===== src/rtl/core/ufr_pkg.sv =====
// Package with the shared types and constants of the UART frame receiver.
`default_nettype none

package ufr_pkg;

  localparam int unsigned ByteW  = 8;
  localparam int unsigned NibW   = 4;
  localparam int unsigned TallyW = 9;
  localparam int unsigned CfgIdxW = 3;
  localparam int unsigned InTdataW  = 8;
  localparam int unsigned OutTdataW = 48;
  localparam int unsigned OutTuserW = 1;

  localparam logic [TallyW-1:0] TallyMax = {TallyW{1'b1}};

  localparam logic [ByteW-1:0] SyncFirstRst     = 8'h41;
  localparam logic [ByteW-1:0] SyncSecondRst    = 8'h78;
  localparam logic [ByteW-1:0] DeviceAddressRst = 8'hFF;
  localparam logic [ByteW-1:0] FooterByteRst    = 8'h6D;
  localparam logic [ByteW-1:0] DataCommandRst   = 8'h06;
  localparam logic [ByteW-1:0] DataMessageRst   = 8'h81;

  typedef enum logic [CfgIdxW-1:0] {
    CfgSyncFirst     = 3'd0,
    CfgSyncSecond    = 3'd1,
    CfgDeviceAddress = 3'd2,
    CfgFooterByte    = 3'd3,
    CfgDataCommand   = 3'd4,
    CfgDataMessage   = 3'd5
  } cfg_index_e;

  typedef enum logic [8:0] {
    PhSync1   = 9'b000000001,
    PhSync2   = 9'b000000010,
    PhAddr    = 9'b000000100,
    PhCmd     = 9'b000001000,
    PhMsg     = 9'b000010000,
    PhLen     = 9'b000100000,
    PhPayload = 9'b001000000,
    PhCheck   = 9'b010000000,
    PhFooter  = 9'b100000000
  } phase_e;

  typedef struct packed {
    logic              frame_done;
    logic              frame_is_data;
    logic [NibW-1:0]   command_nibble;
    logic [NibW-1:0]   error_nibble;
    logic [ByteW-1:0]  message_id;
    logic [ByteW-1:0]  length_field;
    logic [ByteW-1:0]  check_byte;
    logic [TallyW-1:0] frame_bytes;
    logic              sync_lost;
    logic              payload_strobe;
  } result_t;

endpackage

`default_nettype wire


===== src/rtl/core/uart_frame_receiver.sv =====
// Top level of the UART frame receiver: byte-wise frame parser with a result register.
//
// Channel  | Direction | Payload
// s_axis   | in        | tdata[7:0] rx_byte
// m_axis   | out       | tdata: frame fields, tlast frame_done, tuser frame_is_data
// cfg      | in        | cfg_index_i register index, cfg_data_i register value
//
// Each byte is parsed in the cycle it is accepted, and its result appears in the
// output register on the next cycle, so one byte per cycle is sustained while
// m_axis_tready is high. The input is stalled only while a result waits in the
// output register and m_axis_tready is low. Configuration writes are always accepted.
// Reset loads the default register values and returns the parser to the header hunt.
`default_nettype none

module uart_frame_receiver (
  input  wire logic                              clk_i,
  input  wire logic                              rst_ni,
  input  wire logic                              s_axis_tvalid,
  output      logic                              s_axis_tready,
  // tdata: rx_byte[7:0]
  input  wire logic [ufr_pkg::InTdataW-1:0]      s_axis_tdata,
  output      logic                              m_axis_tvalid,
  input  wire logic                              m_axis_tready,
  // tdata: command_nibble[3:0], error_nibble[7:4], message_id[15:8],
  // length_field[23:16], check_byte[31:24], frame_bytes[40:32],
  // sync_lost[41], payload_strobe[42], zero[47:43]
  output      logic [ufr_pkg::OutTdataW-1:0]     m_axis_tdata,
  // tlast: frame_done
  output      logic                              m_axis_tlast,
  // tuser: frame_is_data[0]
  output      logic [ufr_pkg::OutTuserW-1:0]     m_axis_tuser,
  input  wire logic                              cfg_valid_i,
  output      logic                              cfg_ready_o,
  input  wire logic [ufr_pkg::CfgIdxW-1:0]       cfg_index_i,
  input  wire logic [ufr_pkg::ByteW-1:0]         cfg_data_i
);

  logic [ufr_pkg::ByteW-1:0] sync_first_q, sync_second_q, device_address_q;
  logic [ufr_pkg::ByteW-1:0] footer_byte_q, data_command_q, data_message_q;

  ufr_pkg::phase_e phase_q, phase_d;
  logic [ufr_pkg::ByteW-1:0]  cmd_q, cmd_d, msg_q, msg_d, len_q, len_d;
  logic [ufr_pkg::ByteW-1:0]  seen_q, seen_d, chk_q, chk_d;
  logic [ufr_pkg::TallyW-1:0] tally_q, tally_d;

  ufr_pkg::result_t res_d, res_q;
  logic             out_valid_q;
  logic             in_fire;
  logic [ufr_pkg::ByteW-1:0]  rx;
  logic [ufr_pkg::ByteW-1:0]  seen_inc;
  logic [ufr_pkg::TallyW-1:0] tally_inc;
  logic done, is_data, lost, strobe;

  assign cfg_ready_o   = 1'b1;
  assign s_axis_tready = !out_valid_q || m_axis_tready;
  assign in_fire       = s_axis_tvalid && s_axis_tready;
  assign rx            = s_axis_tdata[ufr_pkg::ByteW-1:0];
  assign seen_inc      = seen_q + 8'd1;
  assign tally_inc     = (tally_q != ufr_pkg::TallyMax) ? tally_q + 9'd1 : tally_q;

  always_ff @(posedge clk_i or negedge rst_ni) begin
    if (!rst_ni) begin
      sync_first_q     <= ufr_pkg::SyncFirstRst;
      sync_second_q    <= ufr_pkg::SyncSecondRst;
      device_address_q <= ufr_pkg::DeviceAddressRst;
      footer_byte_q    <= ufr_pkg::FooterByteRst;
      data_command_q   <= ufr_pkg::DataCommandRst;
      data_message_q   <= ufr_pkg::DataMessageRst;
    end else if (cfg_valid_i && cfg_ready_o) begin
      case (ufr_pkg::cfg_index_e'(cfg_index_i))
        ufr_pkg::CfgSyncFirst:     sync_first_q     <= cfg_data_i;
        ufr_pkg::CfgSyncSecond:    sync_second_q    <= cfg_data_i;
        ufr_pkg::CfgDeviceAddress: device_address_q <= cfg_data_i;
        ufr_pkg::CfgFooterByte:    footer_byte_q    <= cfg_data_i;
        ufr_pkg::CfgDataCommand:   data_command_q   <= cfg_data_i;
        ufr_pkg::CfgDataMessage:   data_message_q   <= cfg_data_i;
        default: ;
      endcase
    end
  end

  always_comb begin
    phase_d = phase_q;
    cmd_d   = cmd_q;
    msg_d   = msg_q;
    len_d   = len_q;
    seen_d  = seen_q;
    chk_d   = chk_q;
    tally_d = tally_inc;
    done    = 1'b0;
    is_data = 1'b0;
    lost    = 1'b0;
    strobe  = 1'b0;

    case (phase_q)
      ufr_pkg::PhSync2: begin
        if (rx == sync_second_q) phase_d = ufr_pkg::PhAddr;
        else lost = 1'b1;
      end
      ufr_pkg::PhAddr: begin
        if (rx == device_address_q) phase_d = ufr_pkg::PhCmd;
        else lost = 1'b1;
      end
      ufr_pkg::PhCmd: begin
        cmd_d   = rx;
        phase_d = ufr_pkg::PhMsg;
      end
      ufr_pkg::PhMsg: begin
        msg_d   = rx;
        phase_d = ufr_pkg::PhLen;
      end
      ufr_pkg::PhLen: begin
        len_d   = rx;
        phase_d = (rx != 8'd0) ? ufr_pkg::PhPayload : ufr_pkg::PhCheck;
      end
      ufr_pkg::PhPayload: begin
        strobe = 1'b1;
        seen_d = seen_inc;
        if (seen_inc == len_q) begin
          phase_d = ufr_pkg::PhCheck;
        end else if (seen_inc > len_q) begin
          seen_d  = 8'd0;
          phase_d = ufr_pkg::PhSync1;
        end
      end
      ufr_pkg::PhCheck: begin
        chk_d   = rx;
        phase_d = ufr_pkg::PhFooter;
      end
      ufr_pkg::PhFooter: begin
        if (rx == footer_byte_q) begin
          done    = 1'b1;
          is_data = (cmd_q == data_command_q) && (msg_q == data_message_q);
        end
      end
      default: begin
        if (rx == sync_first_q) phase_d = ufr_pkg::PhSync2;
        else lost = 1'b1;
      end
    endcase

    if (lost) begin
      tally_d = '0;
      phase_d = ufr_pkg::PhSync1;
    end

    res_d.frame_done     = done;
    res_d.frame_is_data  = is_data;
    res_d.command_nibble = cmd_d[3:0];
    res_d.error_nibble   = cmd_d[7:4];
    res_d.message_id     = msg_d;
    res_d.length_field   = len_d;
    res_d.check_byte     = chk_d;
    res_d.frame_bytes    = tally_d;
    res_d.sync_lost      = lost;
    res_d.payload_strobe = strobe;

    if (done) begin
      cmd_d   = '0;
      msg_d   = '0;
      len_d   = '0;
      seen_d  = '0;
      chk_d   = '0;
      tally_d = '0;
      phase_d = ufr_pkg::PhSync1;
    end
  end

  always_ff @(posedge clk_i or negedge rst_ni) begin
    if (!rst_ni) begin
      phase_q     <= ufr_pkg::PhSync1;
      cmd_q       <= '0;
      msg_q       <= '0;
      len_q       <= '0;
      seen_q      <= '0;
      chk_q       <= '0;
      tally_q     <= '0;
      out_valid_q <= 1'b0;
    end else begin
      if (in_fire) begin
        phase_q <= phase_d;
        cmd_q   <= cmd_d;
        msg_q   <= msg_d;
        len_q   <= len_d;
        seen_q  <= seen_d;
        chk_q   <= chk_d;
        tally_q <= tally_d;
      end
      if (in_fire) out_valid_q <= 1'b1;
      else if (m_axis_tready) out_valid_q <= 1'b0;
    end
  end

  always_ff @(posedge clk_i) begin
    if (in_fire) res_q <= res_d;
  end

  assign m_axis_tvalid = out_valid_q;
  assign m_axis_tlast  = res_q.frame_done;
  assign m_axis_tuser  = res_q.frame_is_data;
  assign m_axis_tdata  = {5'd0, res_q.payload_strobe, res_q.sync_lost, res_q.frame_bytes,
                          res_q.check_byte, res_q.length_field, res_q.message_id,
                          res_q.error_nibble, res_q.command_nibble};

  // A pending result that is not taken must hold off the next byte.
  a_stall_blocks_input: assert property (@(posedge clk_i) disable iff (!rst_ni)
    (m_axis_tvalid && !m_axis_tready) |-> !s_axis_tready)
    else $error("input accepted while a result is stalled");

  // A closed frame never coincides with a lost header or a payload byte.
  a_done_exclusive: assert property (@(posedge clk_i) disable iff (!rst_ni)
    (m_axis_tvalid && m_axis_tlast) |-> (!m_axis_tdata[41] && !m_axis_tdata[42]))
    else $error("frame close together with sync loss or payload byte");

  // Only a closed frame can be flagged as a data frame.
  a_data_needs_done: assert property (@(posedge clk_i) disable iff (!rst_ni)
    (m_axis_tvalid && m_axis_tuser[0]) |-> m_axis_tlast)
    else $error("data frame flag without frame close");

  // The shortest frame spans eight bytes from the first header byte.
  a_min_frame: assert property (@(posedge clk_i) disable iff (!rst_ni)
    (m_axis_tvalid && m_axis_tlast) |-> (m_axis_tdata[40:32] >= 9'd8))
    else $error("frame closed with too few bytes counted");

  // A lost header always restarts the byte count.
  a_lost_clears_tally: assert property (@(posedge clk_i) disable iff (!rst_ni)
    (m_axis_tvalid && m_axis_tdata[41]) |-> (m_axis_tdata[40:32] == 9'd0))
    else $error("sync loss with nonzero byte count");

endmodule

`default_nettype wire

===== config.mk =====
export PLATFORM = sky130hd
export DESIGN_NAME = uart_frame_receiver
export DESIGN_NICKNAME = d
export VERILOG_FILES = /design/src/rtl/core/ufr_pkg.sv /design/src/rtl/core/uart_frame_receiver.sv
export SDC_FILE = /design/constraint.sdc
export NUM_CORES = 1
export LEC_CHECK = 0
export BUFFER_PORTS_ARGS = -buffer_cell sky130_fd_sc_hd__clkbuf_2
export CORE_ASPECT_RATIO = 1.4
export CORE_UTILIZATION = 35
export DETAILED_ROUTE_END_ITERATION = 12
export GPL_TIMING_DRIVEN = 0
export PLACE_DENSITY_LB_ADDON = 0.05
export SYNTH_ARGS = -nofsm -noshare
export SYNTH_HDL_FRONTEND = slang
export SYNTH_SLANG_ARGS = --single-unit

===== constraint.sdc =====
create_clock -name clk_i -period 2.7 [get_ports clk_i]
set_input_delay 0.54 -clock clk_i [delete_from_list [all_inputs] [get_ports clk_i]]
set_output_delay 0.54 -clock clk_i [all_outputs]
set_load 0.05 [all_outputs]

==> results.tsv, run 1 <==
metric	value	unit
timing.final.crit_share	98.61	%
relSlewSlack	9.463	%
crit_top_cell	and3_4	
grtUsageTotal	18.48	%
path_class	reg2reg	
grt_pass1_wl	29250	um
fp-row-count	62	
synth.top_cells.by_count	dfrtp_1 (83), mux2_2 (73), nand2_1 (52), edfxtp_1 (45), xnor2_1 (33)	
critPathTopFamily	simple AND/OR/NAND/NOR gates	
cts_root_buf	clkbuf_16	
path_cells	and3_4, and3_4, and3_4, xor2_4, ha_4, nand4_1, or2_4, nand2_4, nor4_4, nor2_2, a32o_1	
status	finished clean	
path_buf_inv	0	
power.density	835.3	mW/mm^2
place_area	0.007991	sq mm
core_area	0.02048	sq mm
synth_flop_cell	dfrtp_1	
maxCapViolCount	0	
clkLatencyLatePin	430	ps
h-tree-depth	4	
finalSetupViolCount	0	
end_kind	flip-flop	
crit_required	3000	ps
clock_skew	15.55	ps
cts_buffers	17	
yosys.area.top_type_share	28.39	%
grt_overflow	0	
power_leakage	3.688	nW
drc	0	
async_flop_share	70.39	%
cts_hold_buf	0	
rsz0062_at_grt	yes	
vias_per_cell	5.211	
cp.arrival	2970	ps
dr.first_iter.drc_count	316	
path_max_fanout	5	
grt_max_degree	108	
initial_core_util	35.72	%
utilization	42.81	%
ys_top_cells_by_area	dfrtp_1 (28%), edfxtp_1 (18%), mux2_2 (11%)	
start_kind	flip-flop	
ys_warn_count	0	
clk_pin_slew	60	ps
timing.fmax	0.3756	GHz
wire_per_inst	19.35	um
drv_slew	0	
slowest_stage	dfrtp_1	
vias	5018	
synth_edf_count	45	
fillers	1979	
cts_tree	built	
nets	728	
ys_ff_latch	152	
multiInputGateArea	0.003159	sq mm
synth_area	0.007316	sq mm
hold_class	in2async	
hpwl	12640	um
tightestPinTransition	1355	ps
min_period	2662	ps
syn_avg_cell_area	12.11	sq um
stdcell_area	0.008767	sq mm
max_stage_delay	440	ps
finalWeightedCongestion	0.8269	
die-area	0.02149	sq mm
cts_buffer_depth	2	
grt_pass1_vias	5126	
synth.largest_area_cell	dfrtp_1	
fp.dieH	173.1	um
yosysUniqueCellTypes	59	
dr.pass1.iters	4	
postRouteAntennaNets	0	
area_delta_synth_final	19.84	%
hold_violations	0	
portBuffers	60	
dieWidth	124.2	um
n_antenna_cell	0	
seq_area_frac_synth	55.48	%
drt-total-wl	18640	um
syn-instance-count	604	
antenna_found_initial	0	
synth.most_common_cell	dfrtp_1	
ios	77	
cts.sinks	152	
vdd_ir_drop_max	474.7	uV
regArea	0.004059	sq mm
layout-drive-gt1-share	34.37	%
[routing by layer]
metal | wire length [um] | up-vias | track usage, % | share of wire [%]
met4 | 343 | 0 | 7.044 | 1.8
met2 | 9733 | 95 | 30.64 | 52
met5 | 0 | - | 0 | 0
met3 | 601 | 18 | 3.661 | 3.2
li1 | - | 2370 | - | -
met1 | 7960 | 2535 | 23.36 | 43
[logic make-up (layout without fill, tap and decap cells)]
logic type	Yosys count	after routing	synth area share, %
multiplexers	77	77	11.78
AO/OA/AOI/OAI	85	85	8.637
AND/OR/NAND/NOR	166	166	11.75
flip-flops	152	152	55.48
other	2	6	0.1027
adder cells (fa/ha/maj)	10	10	1.710
XOR/XNOR	61	61	7.303
buffers and inverters	51	150	3.232
[timing repair]
item,CTS,global route
gates resized for setup,17,13
gates cloned,0,0
pin swaps,5,12
setup endpoints to repair,45,30
buffers inserted,3,3
[area by class of cell]
class,instances,area share (%)
inverter,15,0.6708
sequential,152,46.30
clock buffer,19,5.166
multi-input combinational,405,36.04
timing repair buffer,67,4.353
buffer,36,2.198
tap,256,3.653
clock inverter,13,1.627
[per-stage QoR]
stage               setup slack, ps  power (W)  setup TNS, ps  cells  hold WS, ps
floorplan                     127.1   0.004438              0    608        244.4
global placement             -703.1   0.004851         -78630    924        482.4
detailed placement           -765.2   0.004901         -32580    925        485.4
CTS                          -3.631   0.007387         -3.631    960        192.9
global route                 -86.90   0.007693         -223.0    963        197.5
finish                        37.63   0.007323              0    963        142.2
[cell usage in the layout, fill, tap and decap left out, drive strengths merged, types with 6 or more instances in the layout]
cell / Yosys / layout
a21oi: 14 / 14
a22o: 17 / 17
a32o: 9 / 9
and3: 7 / 7
buf: 15 / 22
clkbuf: 21 / 100
conb: 2 / 6
dfrtp: 83 / 83
dfstp: 24 / 24
edfxtp: 45 / 45
ha: 10 / 10
inv: 15 / 18
mux2: 73 / 73
nand2: 52 / 52
nand3: 30 / 30
nand4: 14 / 14
nor2: 23 / 23
nor4: 13 / 13
o21ai: 18 / 18
xnor2: 33 / 33
xor2: 28 / 28
[where the power goes]
| part | leakage (nW) | total (W) | internal, W | switching [W] |
|---|---|---|---|---|
| clock | 0.282 | 0.00242 | 0.00142 | 0.00100 |
| combinational | 1.63 | 0.00173 | 0.000699 | 0.00103 |
| sequential | 1.78 | 0.00318 | 0.00291 | 0.000274 |
[registers in the layout (all words and copies together), names as in the netlist, 8 cells and up]
signal            count
data_message_q        8
sync_first_q          8
msg_q                 8
footer_byte_q         8
chk_q                 8
m_axis_tdata         43
data_command_q        8
tally_q               9
device_address_q      8
len_q                 8
sync_second_q         8
phase_q               9
cmd_q                 8
seen_q                8
[path summary, 6_finish.rpt]
check / from / endpoint / slack (ps) / cells after the start
worst min-delay path: rst_ni / tally_q[1]$_DFFE_PN0P_ / 140 / 2
min in group clk_i: s_axis_tvalid / m_axis_tvalid$_DFFE_PN0P_ / 330 / 2
worst min register to register: chk_q[7]$_DFFE_PN0P_ / chk_q[7]$_DFFE_PN0P_ / 500 / 1
max in group asynchronous: rst_ni / sync_second_q[0]$_DFFE_PN0P_ / 2070 / 2
worst max register to register: seen_q[1]$_DFFE_PN0P_ / phase_q[1]$_DFFE_PN0P_ / 40 / 11
worst max-delay path: seen_q[1]$_DFFE_PN0P_ / phase_q[1]$_DFFE_PN0P_ / 40 / 11
[worst register-to-register path: stages (launching register included)]
cell	delay [ps]
dfrtp_1	440
and3_4	210
and3_4	180
and3_4	210
xor2_4	200
ha_4	230
nand4_1	110
or2_4	160
nand2_4	50
nor4_4	370
nor2_2	110
a32o_1	270
Note: power is estimated with default switching activity, not from simulation.
==> inputs of run 2 (changes only) <==
--- a/config.mk
+++ b/config.mk
@@ -7,10 +7,12 @@
 export LEC_CHECK = 0
 export BUFFER_PORTS_ARGS = -buffer_cell sky130_fd_sc_hd__clkbuf_2
 export CORE_ASPECT_RATIO = 1.4
+export CORE_MARGIN = 2
 export CORE_UTILIZATION = 35
 export DETAILED_ROUTE_END_ITERATION = 12
 export GPL_TIMING_DRIVEN = 0
 export PLACE_DENSITY_LB_ADDON = 0.05
+export REMOVE_ABC_BUFFERS = 1
 export SYNTH_ARGS = -nofsm -noshare
 export SYNTH_HDL_FRONTEND = slang
 export SYNTH_SLANG_ARGS = --single-unit
==> results.tsv, run 2 (synthesis gave the netlist of run 1 again) <==
metric	value	unit	change
cts_root_buf	clkbuf_16		
initial_core_util	35.72	%	unchanged
grt_overflow	0		unchanged
grt_pass1_wl	28540	um	-2.4%
layout_common_cells	dfrtp_1 (83), mux2_2 (73), clkbuf_2 (69)		
fp-row-count	62		unchanged
dr.first_iter.drc_count	249		-21%
cts_tree	built		
portBuffers	70		+17%
min_period	2639	ps	-23.06 ps
path_max_fanout	4		-1
ios	77		unchanged
timing.fmax	0.3789	GHz	+0.87%
antenna_found_initial	0		unchanged
vias_per_cell	5.133		-1.5%
r2r-start	seen_q[1]$_DFFE_PN0P_		
max_stage_delay	430	ps	about the same
rsz0062_at_grt	yes		
grtUsageTotal	16.74	%	-1.7 points
drt-total-wl	18010	um	-3.4%
n_antenna_cell	0		unchanged
postRouteAntennaNets	0		unchanged
dieWidth	126.2	um	+1.6%
cp.arrival	2940	ps	-30 ps
utilization	42.82	%	about the same
vias	4871		-2.9%
multiInputGateArea	0.003162	sq mm	about the same
finalWeightedCongestion	0.7827		-5.3%
stdcell_area	0.008770	sq mm	about the same
largest_reg_flops	43		unchanged
path_class	reg2reg		
crit_required	3000	ps	about the same
drc	0		unchanged
relSlewSlack	35.95	%	+26 points
grt_max_degree	86		-20%
slowest_stage	dfrtp_1		
dr.pass1.iters	4		unchanged
timing.final.crit_share	97.75	%	-0.85 points
die-area	0.02209	sq mm	+2.8%
cts_buffers	17		unchanged
dp_cells	900		-2.7%
clock_skew	12.21	ps	-3.335 ps
crit_top_cell	and3_4		
grt_pass1_vias	5051		-1.5%
status	finished clean		
regArea	0.004059	sq mm	unchanged
fp.dieH	175.1	um	+1.2%
core_area	0.02048	sq mm	unchanged
fillers	1983		+0.20%
clk_pin_slew	70	ps	about the same
power_leakage	3.687	nW	about the same
h-tree-depth	4		unchanged
wire_per_inst	18.98	um	-1.9%
hold_class	in2reg		
end_kind	flip-flop		
drv_slew	0		unchanged
power.density	837.8	mW/mm^2	+0.30%
clkLatencyLatePin	420	ps	about the same
area_delta_synth_final	19.87	%	about the same
place_area	0.007896	sq mm	-1.2%
nets	714		-1.9%
tightestPinTransition	957.6	ps	-397.5 ps
hold_violations	0		unchanged
total_power	0.007347	W	+0.33%
start_kind	flip-flop		
finalSetupViolCount	0		unchanged
hpwl	11890	um	-5.9%
cts.sinks	152		unchanged
hold_start	s_axis_tvalid		
crit_start	seen_q[1]$_DFFE_PN0P_		
layout-drive-gt1-share	36.36	%	+2.0 points
final_cell_count_no_fill	949		-1.5%
final_common_cell	dfrtp_1		
cts_buffer_depth	2		unchanged
maxCapViolCount	0		unchanged
path_cells	and3_4, and3_4, and3_4, xor2_2, ha_1, nand4_1, or2_4, nand2_4, nor4_4, nor2_2, a32o_1		
vdd_ir_drop_max	424.0	uV	-11%
==> run 2: final timing paths <==
path	end	slack (ps)	depth (start not counted)
worst max-delay path	phase_q[3]$_DFFE_PN0P_	60	11
worst min-delay path	m_axis_tvalid$_DFFE_PN0P_	340	2
worst max register to register	phase_q[3]$_DFFE_PN0P_	60	11
worst min register to register	chk_q[3]$_DFFE_PN0P_	500	1
max in group asynchronous	device_address_q[5]$_DFFE_PN1P_	1380	3
min in group asynchronous	tally_q[2]$_DFFE_PN0P_	550	2
==> run 2: cell type report <==
type,instances,share of cell area [%]
clock buffer,18,5.136
clock inverter,14,1.669
inverter,15,0.7990
multi-input combinational,405,36.05
sequential,152,46.28
tap,256,3.652
timing repair buffer,88,6.320
timing repair inverter,1,0.08560
==> run 2: power by group <==
group,switching (W),internal (W)
Combinational,0.00102,0.000722
Sequential,0.000277,0.00290
Clock,0.00106,0.00136
Total,0.00236,0.00499
==> run 2: timing repair <==
action,CTS,global route
gates cloned,1,0
hold buffers,1,0
gates resized for setup,12,13
pin swaps,3,18
endpoints found under the setup margin,51,36
buffers inserted,4,11
endpoints found under the hold margin,20,0
==> run 2: through the flow <==
stage / setup slack (ps) / hold slack, ps / TNS, ps
6_report: 60.69 / 341.8 / 0
3_5_place_dp: -792.6 / 435.6 / -22250
3_3_place_gp: -3293 / 481.7 / -279530
4_1_cts: -71.06 / 323.8 / -135.1
2_1_floorplan: -1693 / 244.4 / -100300
5_1_grt: -57.65 / 327.7 / -215.0
==> run 2: metal layers <==
metal,wire [um],up-vias,GRT usage [%]
met5,0,-,0
met4,263,0,5.357
met3,351,13,3.215
met2,9460,61,29.19
met1,7938,2449,20.86
li1,-,2348,-
==> run 2: critical path: cells and delay by family (launching register included) <==
family | cells | cell delay [ps]
adders and majority gates | 1 | 270
xor gates and xnor gates | 1 | 180
DFF | 1 | 430
and+or+nand+nor | 8 | 1380
AOI/OAI and AO/OA | 1 | 250
==> inputs of run 3 (changes only) <==
--- a/config.mk
+++ b/config.mk
@@ -8,9 +8,8 @@
 export BUFFER_PORTS_ARGS = -buffer_cell sky130_fd_sc_hd__clkbuf_2
 export CORE_ASPECT_RATIO = 1.4
 export CORE_MARGIN = 2
-export CORE_UTILIZATION = 35
+export CORE_UTILIZATION = 53
 export DETAILED_ROUTE_END_ITERATION = 12
-export GPL_TIMING_DRIVEN = 0
 export PLACE_DENSITY_LB_ADDON = 0.05
 export REMOVE_ABC_BUFFERS = 1
 export SYNTH_ARGS = -nofsm -noshare
==> results.tsv, run 3 (synthesis gave the netlist of run 1 again) <==
metric	value	unit	change
finalSetupViolCount	0		unchanged
cts_buffer_depth	2		unchanged
layout-drive-gt1-share	36.85	%	+0.49 points
power_leakage	3.774	nW	+2.4%
setup_tns	0	ps	unchanged
n_antenna_cell	0		unchanged
postRouteAntennaNets	0		unchanged
status	finished clean		
clock_skew	11.72	ps	-0.4872 ps
start_kind	flip-flop		
grt_overflow	0		unchanged
path_max_fanout	4		unchanged
power.density	836.2	mW/mm^2	-0.20%
cts_tree	built		
drt-total-wl	16860	um	-6.4%
fp.dieH	143.0	um	-18%
path_cells	and3_4, and3_4, and3_4, xor2_4, ha_4, nand4_1, or2_4, nand2_4, nor4_4, buf_4, o2111ai_2, nand3_1		
antenna_found_initial	0		unchanged
finalWorstSetupSlack	37.46	ps	-23.23 ps
vdd_ir_drop_max	512.3	uV	+21%
relSlewSlack	48.51	%	+13 points
dr.first_iter.drc_count	229		-8.0%
initial_core_util	54.39	%	+19 points
slowest_stage	nor4_4		
cts_root_buf	clkbuf_16		
grt_max_degree	45		-48%
timing.final.crit_share	98.61	%	+0.86 points
vias	5081		+4.3%
r2r_slack	40	ps	-20 ps
vias_per_cell	5.690		+11%
clk_pin_slew	60	ps	about the same
fillers	1057		-47%
area_delta_synth_final	19.50	%	
crit_top_cell	and3_4		
largest_reg_flops	43		unchanged
regArea	0.004059	sq mm	unchanged
cp.arrival	3010	ps	+70 ps
worst_hold_slack	88.23	ps	-253.5 ps
h-tree-depth	4		unchanged
cts_buffers	17		unchanged
min_period	2663	ps	+23.23 ps
grt_pass1_vias	5075		+0.48%
clkLatencyLatePin	420	ps	about the same
dieWidth	103.3	um	-18%
nets	732		+2.5%
tightestPinTransition	769.5	ps	-188.1 ps
end_kind	flip-flop		
layout_common_cells	dfrtp_1 (83), mux2_2 (73), clkbuf_2 (69)		
crit_required	3050	ps	+50 ps
maxCapViolCount	0		unchanged
hpwl	11780	um	-0.92%
die-area	0.01477	sq mm	-33%
hold_violations	0		unchanged
dpl_worst_slack	-385.5	ps	+407.1 ps
timing.fmax	0.3756	GHz	-0.87%
drv_slew	0		unchanged
final_common_cell	dfrtp_1		
finalWeightedCongestion	0.8824		+13%
path_class	reg2reg		
drc	0		unchanged
fp-row-count	50		-19%
grtUsageTotal	24.02	%	+7.3 points
ios	77		unchanged
grt_pass1_wl	26750	um	-6.3%
hold_class	in2async		
max_stage_delay	390	ps	-40 ps
r2r_end	phase_q[8]$_DFFE_PN0P_		
cts.sinks	152		unchanged
r2r-start	seen_q[0]$_DFFE_PN0P_		
reg2reg_depth	12		+1
dr.pass1.iters	4		unchanged
wire_per_inst	18.88	um	-0.51%
portBuffers	70		unchanged
core_area	0.01345	sq mm	-34%
multiInputGateArea	0.003134	sq mm	-0.87%
==> run 3: how the worst max path moves through the flow <==
stage | startpoint | end | slack (ps) | depth (start not counted)
global route | seen_q[1]$_DFFE_PN0P_ | phase_q[8]$_DFFE_PN0P_ | -70 | 12
global placement | seen_q[0]$_DFFE_PN0P_ | seen_q[5]$_DFFE_PN0P_ | -110 | 10
detailed placement | seen_q[0]$_DFFE_PN0P_ | seen_q[5]$_DFFE_PN0P_ | -390 | 10
CTS | seen_q[1]$_DFFE_PN0P_ | seen_q[5]$_DFFE_PN0P_ | 4 | 10
finish | seen_q[0]$_DFFE_PN0P_ | phase_q[8]$_DFFE_PN0P_ | 40 | 12
floorplan | m_axis_tvalid$_DFFE_PN0P_ | seen_q[2]$_DFFE_PN0P_ | -1690 | 6
==> run 3: area by class of cell <==
class | count | share of cell area [%]
well taps | 182 | 2.605
flip-flops and latches | 152 | 46.43
clock buffers | 23 | 5.968
multi-input cells | 405 | 35.85
clock inverters | 9 | 0.9732
repair buffers | 107 | 7.500
inverters | 15 | 0.6727
==> run 3: where the power goes <==
group / leakage, nW / switching, W / internal [W]
clock: 0.299 / 0.000935 / 0.00146
combinational: 1.70 / 0.00101 / 0.000712
sequential: 1.78 / 0.000283 / 0.00291
==> run 3: timing repair <==
action	in CTS	in global routing
gates resized for setup	4	12
setup buffers	1	3
pin swaps	1	13
setup endpoints to repair	12	13
hold buffers	0	0
==> run 3: routing by layer <==
| metal | share of wire [%] | up-vias | track usage [%] | wire [um] |
|---|---|---|---|---|
| met5 | 0 | - | 0 | 0 |
| met4 | 2.6 | 0 | 9.557 | 436 |
| met3 | 3.1 | 29 | 3.769 | 529 |
| met2 | 54 | 117 | 40.74 | 9024 |
| met1 | 41 | 2561 | 30.54 | 6873 |
| li1 | - | 2374 | - | - |
==> run 3: per-stage QoR <==
step | power (W) | cells | util [%] | instance area [sq um]
after floorplan | 0.004398 | 572 | - | 7153
after global placement | 0.004829 | 857 | 59.54 | 8009
after detailed placement | 0.004895 | 857 | 59.54 | 8009
after CTS | 0.007321 | 890 | 64.29 | 8647
after global routing | 0.007610 | 893 | 65.00 | 8742
final | 0.007310 | 893 | 65.00 | 8742
==> run 3: critical path: cells and delay by family (launching register included) <==
| family | cells | cell delay, ps |
|---|---|---|
| AOI/OAI and AO/OA | 1 | 120 |
| xor gates and xnor gates | 1 | 210 |
| adders and majority gates | 1 | 240 |
| buffers and inverters | 1 | 190 |
| DFF | 1 | 380 |
| and+or+nand+nor | 8 | 1460 |
